$ cat src/rtl/tec_pkg.sv
`default_nettype none
package tec_pkg;
    localparam logic [0:0] OP_STORE = 1'b0;
    localparam logic [0:0] OP_LOAD  = 1'b1;

    localparam logic [3:0] ET_I8  = 4'd0;
    localparam logic [3:0] ET_U8  = 4'd1;
    localparam logic [3:0] ET_U8C = 4'd2;
    localparam logic [3:0] ET_I16 = 4'd3;
    localparam logic [3:0] ET_U16 = 4'd4;
    localparam logic [3:0] ET_I32 = 4'd5;
    localparam logic [3:0] ET_U32 = 4'd6;
    localparam logic [3:0] ET_F32 = 4'd7;
    localparam logic [3:0] ET_F64 = 4'd8;

    typedef struct packed {
        logic [0:0]  op;
        logic [3:0]  elem_type;
        logic [63:0] number_bits;
        logic [63:0] element_bits;
    } t_in_word;

    typedef struct packed {
        logic [63:0] stored_bits;
        logic [63:0] loaded_number;
    } t_out_word;
endpackage
`default_nettype wire

$ cat src/rtl/tec_if.sv
`default_nettype none
interface tec_in_if (input wire logic i_clk);
    logic                valid;
    logic                ready;
    tec_pkg::t_in_word   data;
    modport source (output valid, output data, input ready);
    modport sink   (input valid, input data, output ready);
endinterface

interface tec_out_if (input wire logic i_clk);
    logic                valid;
    logic                ready;
    tec_pkg::t_out_word  data;
    modport source (output valid, output data, input ready);
    modport sink   (input valid, input data, output ready);
endinterface
`default_nettype wire

$ cat src/rtl/tec_store.sv
`default_nettype none
module tec_store (
    input  wire logic [3:0]  i_elem_type,
    input  wire logic [63:0] i_num,
    output logic [63:0]      o_stored
);
    import tec_pkg::*;

    logic        sgn;
    logic [10:0] e;
    logic [51:0] frac;
    logic [52:0] m;
    logic [31:0] wrap;
    logic [31:0] mag;
    logic [116:0] shl;
    logic [52:0] q_c;
    logic [52:0] r_c;
    logic [52:0] h_c;
    logic [5:0]  sh_c;
    logic [8:0]  clamped;
    logic [31:0] f32;
    logic [5:0]  sh_f;
    logic [52:0] q_f;
    logic [53:0] r_f;
    logic [53:0] h_f;
    logic [31:0] q_fr;
    logic signed [12:0] fe;
    logic        rnd_c;
    logic        rnd_f;

    always_comb begin
        sgn  = i_num[63];
        e    = i_num[62:52];
        frac = i_num[51:0];
        m    = {1'b1, frac};

        // Integer wrap: only the low 32 bits of the truncated value matter.
        shl = 117'd0;
        mag = 32'd0;
        if (e == 11'h7ff || e < 11'd1023) begin
            mag = 32'd0;
        end else if (e >= 11'd1075) begin
            shl = {64'd0, m} << 7'((e - 11'd1075) > 11'd63 ? 11'd63 : (e - 11'd1075));
            mag = (e - 11'd1075 >= 11'd32) ? 32'd0 : shl[31:0];
        end else begin
            mag = 32'(m >> 6'(11'd1075 - e));
        end
        wrap = sgn ? (32'd0 - mag) : mag;

        // Clamped uint8.
        sh_c  = 6'(11'd1075 - e);
        q_c   = m >> sh_c;
        r_c   = m & ((53'd1 << sh_c) - 53'd1);
        h_c   = 53'd1 << (sh_c - 6'd1);
        rnd_c = (r_c > h_c) || (r_c == h_c && q_c[0]);
        if (e == 11'h7ff && frac != 52'd0) clamped = 9'd0;
        else if (sgn) clamped = 9'd0;
        else if (e >= 11'd1031) clamped = 9'd255;
        else if (e < 11'd1022) clamped = 9'd0;
        else begin
            clamped = 9'(q_c) + 9'(rnd_c);
            if (clamped > 9'd255) clamped = 9'd255;
        end

        // Float32.
        fe = 13'(e) - 13'sd896;
        if (fe >= 13'sd1) sh_f = 6'd29;
        else if (13'sd30 - fe > 13'sd54) sh_f = 6'd54;
        else sh_f = 6'(13'sd30 - fe);
        q_f   = m >> sh_f;
        r_f   = {1'b0, m} & ((54'd1 << sh_f) - 54'd1);
        h_f   = 54'd1 << (sh_f - 6'd1);
        rnd_f = (r_f > h_f) || (r_f == h_f && q_f[0]);
        q_fr  = 32'(q_f) + 32'(rnd_f);
        if (e == 11'h7ff) begin
            f32 = (frac == 52'd0) ? {sgn, 31'h7f800000}
                                  : {sgn, 31'h7fc00000 | 31'(frac[51:29])};
        end else if (e == 11'd0) begin
            f32 = {sgn, 31'd0};
        end else if (fe >= 13'sd255) begin
            f32 = {sgn, 31'h7f800000};
        end else if (fe >= 13'sd1) begin
            f32 = {sgn, 31'({8'(fe - 13'sd1), 23'd0}) + 31'(q_fr)};
        end else if (13'sd30 - fe > 13'sd54) begin
            f32 = {sgn, 31'd0};
        end else begin
            f32 = {sgn, 31'(q_fr)};
        end

        case (i_elem_type)
            ET_I8, ET_U8:   o_stored = {56'd0, wrap[7:0]};
            ET_U8C:         o_stored = {56'd0, clamped[7:0]};
            ET_I16, ET_U16: o_stored = {48'd0, wrap[15:0]};
            ET_I32, ET_U32: o_stored = {32'd0, wrap};
            ET_F32:         o_stored = {32'd0, f32};
            ET_F64:         o_stored = i_num;
            default:        o_stored = 64'd0;
        endcase
    end
endmodule
`default_nettype wire

$ cat src/rtl/tec_load.sv
`default_nettype none
module tec_load (
    input  wire logic [3:0]  i_elem_type,
    input  wire logic [63:0] i_el,
    output logic [63:0]      o_loaded
);
    import tec_pkg::*;

    logic        neg;
    logic [32:0] mag;
    logic [5:0]  p;
    logic [63:0] ival;
    logic [4:0]  ps;
    logic [63:0] fval;
    logic [7:0]  fe;
    logic [22:0] fm;
    logic [52:0] nm;

    always_comb begin
        neg = 1'b0;
        mag = 33'd0;
        case (i_elem_type)
            ET_I8: begin
                neg = i_el[7];
                mag = neg ? 33'(9'h100 - {1'b0, i_el[7:0]}) : 33'(i_el[7:0]);
            end
            ET_U8, ET_U8C: mag = 33'(i_el[7:0]);
            ET_I16: begin
                neg = i_el[15];
                mag = neg ? 33'(17'h10000 - {1'b0, i_el[15:0]}) : 33'(i_el[15:0]);
            end
            ET_U16: mag = 33'(i_el[15:0]);
            ET_I32: begin
                neg = i_el[31];
                mag = neg ? (33'h100000000 - {1'b0, i_el[31:0]}) : 33'(i_el[31:0]);
            end
            default: mag = 33'(i_el[31:0]);
        endcase
        // Leading-one search over a 33-bit magnitude.
        p = 6'd0;
        for (int k = 0; k < 33; k++) begin
            if (mag[k]) p = 6'(k);
        end
        nm = 53'(mag) << (6'd52 - p);
        ival = (mag == 33'd0) ? 64'd0
             : {neg, 11'(11'd1023 + 11'(p)), nm[51:0]};

        fe = i_el[30:23];
        fm = i_el[22:0];
        ps = 5'd0;
        for (int k = 0; k < 23; k++) begin
            if (fm[k]) ps = 5'(k);
        end
        if (fe == 8'hff) begin
            fval = (fm == 23'd0) ? {i_el[31], 63'h7ff0000000000000}
                 : {i_el[31], 11'h7ff, 1'b1, fm[21:0], 29'd0};
        end else if (fe == 8'd0) begin
            nm = 53'(fm) << (6'd52 - 6'(ps));
            fval = (fm == 23'd0) ? {i_el[31], 63'd0}
                 : {i_el[31], 11'(11'd874 + 11'(ps)), nm[51:0]};
        end else begin
            fval = {i_el[31], 11'(11'(fe) + 11'd896), fm, 29'd0};
        end

        case (i_elem_type)
            ET_I8, ET_U8, ET_U8C, ET_I16, ET_U16, ET_I32, ET_U32: o_loaded = ival;
            ET_F32:  o_loaded = fval;
            ET_F64:  o_loaded = i_el;
            default: o_loaded = 64'd0;
        endcase
    end
endmodule
`default_nettype wire

$ cat src/rtl/typed_element_convert.sv
`default_nettype none
// Conversion between double numbers and typed-array element formats.
// Input channel i_in (tec_in_if sink): one word holds op, elem_type,
// number_bits and element_bits. Output channel o_out (tec_out_if source):
// one word holds stored_bits and loaded_number; the field that the op does
// not produce is zero.
// Each input word gives exactly one output word. The input word is
// registered, converted in one pass of combinational logic, and the
// result is held in an output register.
// Throughput is one word per cycle unless o_out stalls; the conversion path has no loop.
// The input is ready whenever the input stage is empty or moves on, so a
// new word can enter while a finished result still waits downstream.
// When the receiver stalls, results stay in the output register and the
// input stage fills, then ready drops.
// Reset (synchronous, active low) empties both stages.
module typed_element_convert (
    input  wire logic  i_clk,
    input  wire logic  i_rst_n,
    tec_in_if.sink     i_in,
    tec_out_if.source  o_out
);
    import tec_pkg::*;

    logic      r_in_vld;
    t_in_word  r_in;
    logic      r_out_vld;
    t_out_word r_out;
    logic      adv;
    logic [63:0] st;
    logic [63:0] ld;

    assign adv        = r_in_vld && (!r_out_vld || o_out.ready);
    assign i_in.ready = !r_in_vld || adv;

    tec_store u_store (.i_elem_type(r_in.elem_type), .i_num(r_in.number_bits),
                       .o_stored(st));
    tec_load  u_load  (.i_elem_type(r_in.elem_type), .i_el(r_in.element_bits),
                       .o_loaded(ld));

    always_ff @(posedge i_clk) begin
        if (!i_rst_n) begin
            r_in_vld  <= 1'b0;
            r_out_vld <= 1'b0;
        end else begin
            if (i_in.ready) r_in_vld <= i_in.valid;
            if (adv) r_out_vld <= 1'b1;
            else if (o_out.ready) r_out_vld <= 1'b0;
        end
    end

    always_ff @(posedge i_clk) begin
        if (i_in.ready && i_in.valid) r_in <= i_in.data;
        if (adv) begin
            r_out.stored_bits   <= (r_in.op == OP_STORE) ? st : 64'd0;
            r_out.loaded_number <= (r_in.op == OP_LOAD) ? ld : 64'd0;
        end
    end

    assign o_out.valid = r_out_vld;
    assign o_out.data  = r_out;

    a_stall_hold: assert property (@(posedge i_clk) disable iff (!i_rst_n)
        o_out.valid && !o_out.ready |=> o_out.valid && $stable(o_out.data))
        else $error("output word changed while stalled");
    a_full_block: assert property (@(posedge i_clk) disable iff (!i_rst_n)
        r_in_vld && r_out_vld && !o_out.ready |-> !i_in.ready)
        else $error("input accepted with both stages full");
    a_adv_fill: assert property (@(posedge i_clk) disable iff (!i_rst_n)
        adv |=> r_out_vld)
        else $error("converted word lost");
endmodule
`default_nettype wire
$ cat src/flat_wrapper.sv
// flat-port wrapper written by rule: the top's interface ports become plain ports
module typed_element_convert_flat import tec_pkg::*;
  (i_clk, i_rst_n, i_in_valid, i_in_data, i_in_ready, o_out_valid, o_out_data, o_out_ready);
  tec_in_if i_in_i (.i_clk(i_clk));
  tec_out_if o_out_i (.i_clk(i_clk));
  input  wire logic i_clk;
  input  wire logic i_rst_n;
  input wire logic [$bits(i_in_i.valid)-1:0] i_in_valid;
  input wire logic [$bits(i_in_i.data)-1:0] i_in_data;
  output wire logic [$bits(i_in_i.ready)-1:0] i_in_ready;
  output wire logic [$bits(o_out_i.valid)-1:0] o_out_valid;
  output wire logic [$bits(o_out_i.data)-1:0] o_out_data;
  input wire logic [$bits(o_out_i.ready)-1:0] o_out_ready;
  assign i_in_i.valid = i_in_valid;
  assign i_in_i.data = i_in_data;
  assign i_in_ready = i_in_i.ready;
  assign o_out_valid = o_out_i.valid;
  assign o_out_data = o_out_i.data;
  assign o_out_i.ready = o_out_ready;
  typed_element_convert u_core (.i_clk(i_clk), .i_rst_n(i_rst_n), .i_in(i_in_i), .o_out(o_out_i));
endmodule
$ cat config.mk
export PLATFORM = sky130hd
export DESIGN_NAME = typed_element_convert_flat
export DESIGN_NICKNAME = d
export VERILOG_FILES = /design/src/rtl/tec_pkg.sv /design/src/rtl/tec_if.sv /design/src/rtl/tec_store.sv /design/src/rtl/tec_load.sv /design/src/rtl/typed_element_convert.sv /design/src/flat_wrapper.sv
export SDC_FILE = /design/constraint.sdc
export NUM_CORES = 1
export LEC_CHECK = 0
export BUFFER_PORTS_ARGS = -buffer_cell sky130_fd_sc_hd__buf_4
export CORE_MARGIN = 2
export CORE_UTILIZATION = 25
export CTS_BUF_LIST = sky130_fd_sc_hd__clkbuf_8 sky130_fd_sc_hd__clkbuf_16
export DETAILED_ROUTE_END_ITERATION = 7
export GPL_TIMING_DRIVEN = 0
export PLACE_DENSITY_LB_ADDON = 0.08
export SYNTH_ARGS = -nofsm -noshare
export SYNTH_HDL_FRONTEND = slang
export SYNTH_SLANG_ARGS = --single-unit
$ cat constraint.sdc
create_clock -name i_clk -period 14.3 [get_ports i_clk]
set_input_delay 2.86 -clock i_clk [delete_from_list [all_inputs] [get_ports i_clk]]
set_output_delay 2.86 -clock i_clk [all_outputs]
set_load 0.02 [all_outputs]
==> flow_summary.ini <==
[outcome]
run_status = complete, but fails checks
violations = capacitance limit, slew limit

[logic_synthesis]
synth-seq-area-share_pct = 21.6
syn-cell-area_sq_mm = 0.0365
synth.distinct_cells = 132
synth_ff_type = edfxtp_1
async_flop_share_pct = 0
synthCells = 4648
ys_warn_count = 0
ys_ff_latch = 263
syn_nets = 4930
synth-edff-count = 261
avgSynthCellArea_sq_um = 7.86

[timing]
hold_viol = 0
setup_viol = 0
tightest_slew_ns = 1.60
slew_headroom_pct = -6.89
period_share_pct = 97.0
fin_skew_ns = 0.0381
finalSetupTns_ns = 0
layout_setup_ws_ns = 0.424
min_period_ns = 13.88
fmax_ghz = 0.0721
drv_slew = 59

[cts]
cts_tree = done
clockBufferDepth = 3
clk_latency_ns = 0.63
numCtsBuffers = 35
cts_root_buffer = clkbuf_16
htreeDepth = 2
cts_sinks = 263
cts.clk_slew.worst_paths_ns = 0.06

[setup_path]
crit_buf_inv = 8
worstPathRequired_ns = 14.67
worstPathMaxFanout = 19
crit_top_cell = a21o_1
worst_path_max_delay_cell = clkbuf_1
path_class = flip-flop to flip-flop
start_kind = flip-flop
worstPathArrival_ns = 14.25
end_kind = flip-flop
slowest_delay_ns = 0.86
crit_family = buffers and inverters

[min_path]
hold_path.class = flip-flop to flip-flop

[floorplan]
rows = 140
dieArea_sq_mm = 0.149
io-pin-count = 267
die_w_um = 386
die_h_um = 386
initial_core_util_pct = 25.1
coreArea_sq_mm = 0.145

[global_route]
grt_max_degree = 64
grtUsageTotal_pct = 35.7
grt-ovfl-total = 0
grt_pass1_vias = 41803
antenna_found_initial = 29
grt_pass1_wl_um = 369000

[detailed_routing]
dr_total_vias = 44244
drc_errors = 0
drtAntennaViolNets = 0
via_per_inst = 6.38
dr.pass1.iters = 7
first_iter_violations = 5966
drt_wl_total_um = 275000
routedWlPerCell_um = 39.6

[placed_design]
dp_slack_ns = -2.42
place_congestion = 1.05
dpl_cell_area_sq_mm = 0.0413
io_buffers = 266
dp_hpwl_um = 216000

[job]
drv_cap = 8

[cells_and_area]
drive_gt1_share_pct = 15.4
post-route-util_pct = 29.3
nets = 5252
area_delta_synth_final_pct = 16.8
final_area_sq_mm = 0.0427

[pwr]
max-vdd-ir-drop_mv = 0.0784
p_leak_nw = 15.1
p_per_area_mw_per_mm2 = 91.5
==> stage by stage <==
step           hold slack [ns]  power (mW)  std cells
5_1_grt                  0.563        4.03       6919
3_5_place_dp             0.516        2.90       6850
3_3_place_gp             0.503        2.92       6831
2_1_floorplan            0.477        2.07       4648
6_report                 0.531        3.91       6933
4_1_cts                  0.537        3.85       6911
==> cell families after synthesis <==
group / after synthesis / share of synthesized area (%)
AO/OA/AOI/OAI: 1438 / 27.1
XOR/XNOR: 144 / 3.56
adder cells (fa/ha/maj): 145 / 4.99
buffers and inverters: 499 / 5.91
flip-flops: 263 / 21.6
multiplexers: 340 / 12.4
AND/OR/NAND/NOR: 1819 / 24.4
==> flip-flops by register name, summed over array words and instances (netlist names) <==
name	count
u_core.o_out.data	128
u_core.o_out.valid	1
u_core.r_in	133
u_core.r_in_vld	1
==> routing by layer <==
layer	global-route usage [%]	part of all wire, %
met4	17.5	5.8
met1	46.5	42
met2	53.5	42
met5	0	0.055
met3	10.4	10
==> cells in the mapped netlist (32+ instances only) <==
master    number  area share, %
and2_1        88            1.5
o31ai_1       42           0.86
inv_1         80           0.82
xor2_1        49            1.2
mux4_2        85            5.2
buf_1         32           0.33
xnor2_1       90            2.2
ha_1         144            4.9
a21oi_1      312            4.3
nand2b_1      45           0.77
a21o_1        50            1.0
a211oi_1      60            1.2
o22ai_1       54           0.93
nand4_1       70            1.2
nor3_1       150            2.1
clkbuf_1     276            2.8
nand2_1      614            6.3
a221oi_1      46            1.1
or3_1         32           0.55
mux2i_1      197            5.4
a31oi_1       72            1.2
nor4_1        65            1.1
edfxtp_1     261             21
a22oi_1       54            1.1
o21a_1        39           0.80
mux2_2        57            1.8
and3_1        48           0.82
o211ai_1      67            1.4
nor2_1       383            3.9
o21ai_0      274            3.8
nor2b_1       42           0.72
nand3_1      148            2.0
buf_2         70           0.96
==> worst paths after layout <==
check                        start               endpoint  cells past startpoint  slack (ns)
setup / recovery  u_core.r_in[117]  u_core.o_out.data[94]                     53        0.42
hold / removal     u_core.r_in_vld     u_core.o_out.valid                      1        0.53
setup reg to reg  u_core.r_in[117]  u_core.o_out.data[94]                     53        0.42
hold reg to reg    u_core.r_in_vld     u_core.o_out.valid                      1        0.53
==> report_power, final <==
group	internal, mW	total (mW)	switching (mW)	leakage, nW
Combinational	0.603	2.04	1.44	12.0
Clock	0.542	0.927	0.385	0.598
Sequential	0.900	0.940	0.0401	2.46
==> cells in the final DEF (no fill, tap or decap), types with 49 or more instances in the layout <==
| cell | instances |
|---|---|
| ha_1 | 144 |
| clkbuf_1 | 244 |
| and2_1 | 87 |
| xor2_1 | 49 |
| o21ai_0 | 274 |
| nor3_1 | 144 |
| mux2_2 | 57 |
| xnor2_1 | 90 |
| mux2i_1 | 197 |
| inv_1 | 88 |
| edfxtp_1 | 261 |
| buf_4 | 296 |
| o211ai_1 | 67 |
| nor2_1 | 380 |
| nand2_1 | 614 |
| a22oi_1 | 54 |
| buf_2 | 70 |
| o22ai_1 | 54 |
| a31oi_1 | 72 |
| nand4_1 | 70 |
| a21o_1 | 50 |
| a21oi_1 | 310 |
| a211oi_1 | 59 |
| nand3_1 | 148 |
| mux4_2 | 85 |
| nor4_1 | 59 |
==> what timing repair did <==
action	in CTS	in global routing
endpoints found under the hold margin	0	0
cloned	0	0
gates resized for setup	13	19
buffers inserted	0	3
endpoints found under the setup margin	26	9
hold buffers	0	0
pin swaps	0	2
==> area by class of cell <==
type,count,area (sq um)
Antenna cell,19,47.5
Buffer,411,1880
Clock buffer,35,876
Clock inverter,29,312
Fill cell,16004,103000
Inverter,84,315
Multi-Input combinational cell,3886,26600
Sequential cell,263,7880
Tap cell,1917,2400
Timing Repair Buffer,289,2330
Power figures use the tool's default switching activity.
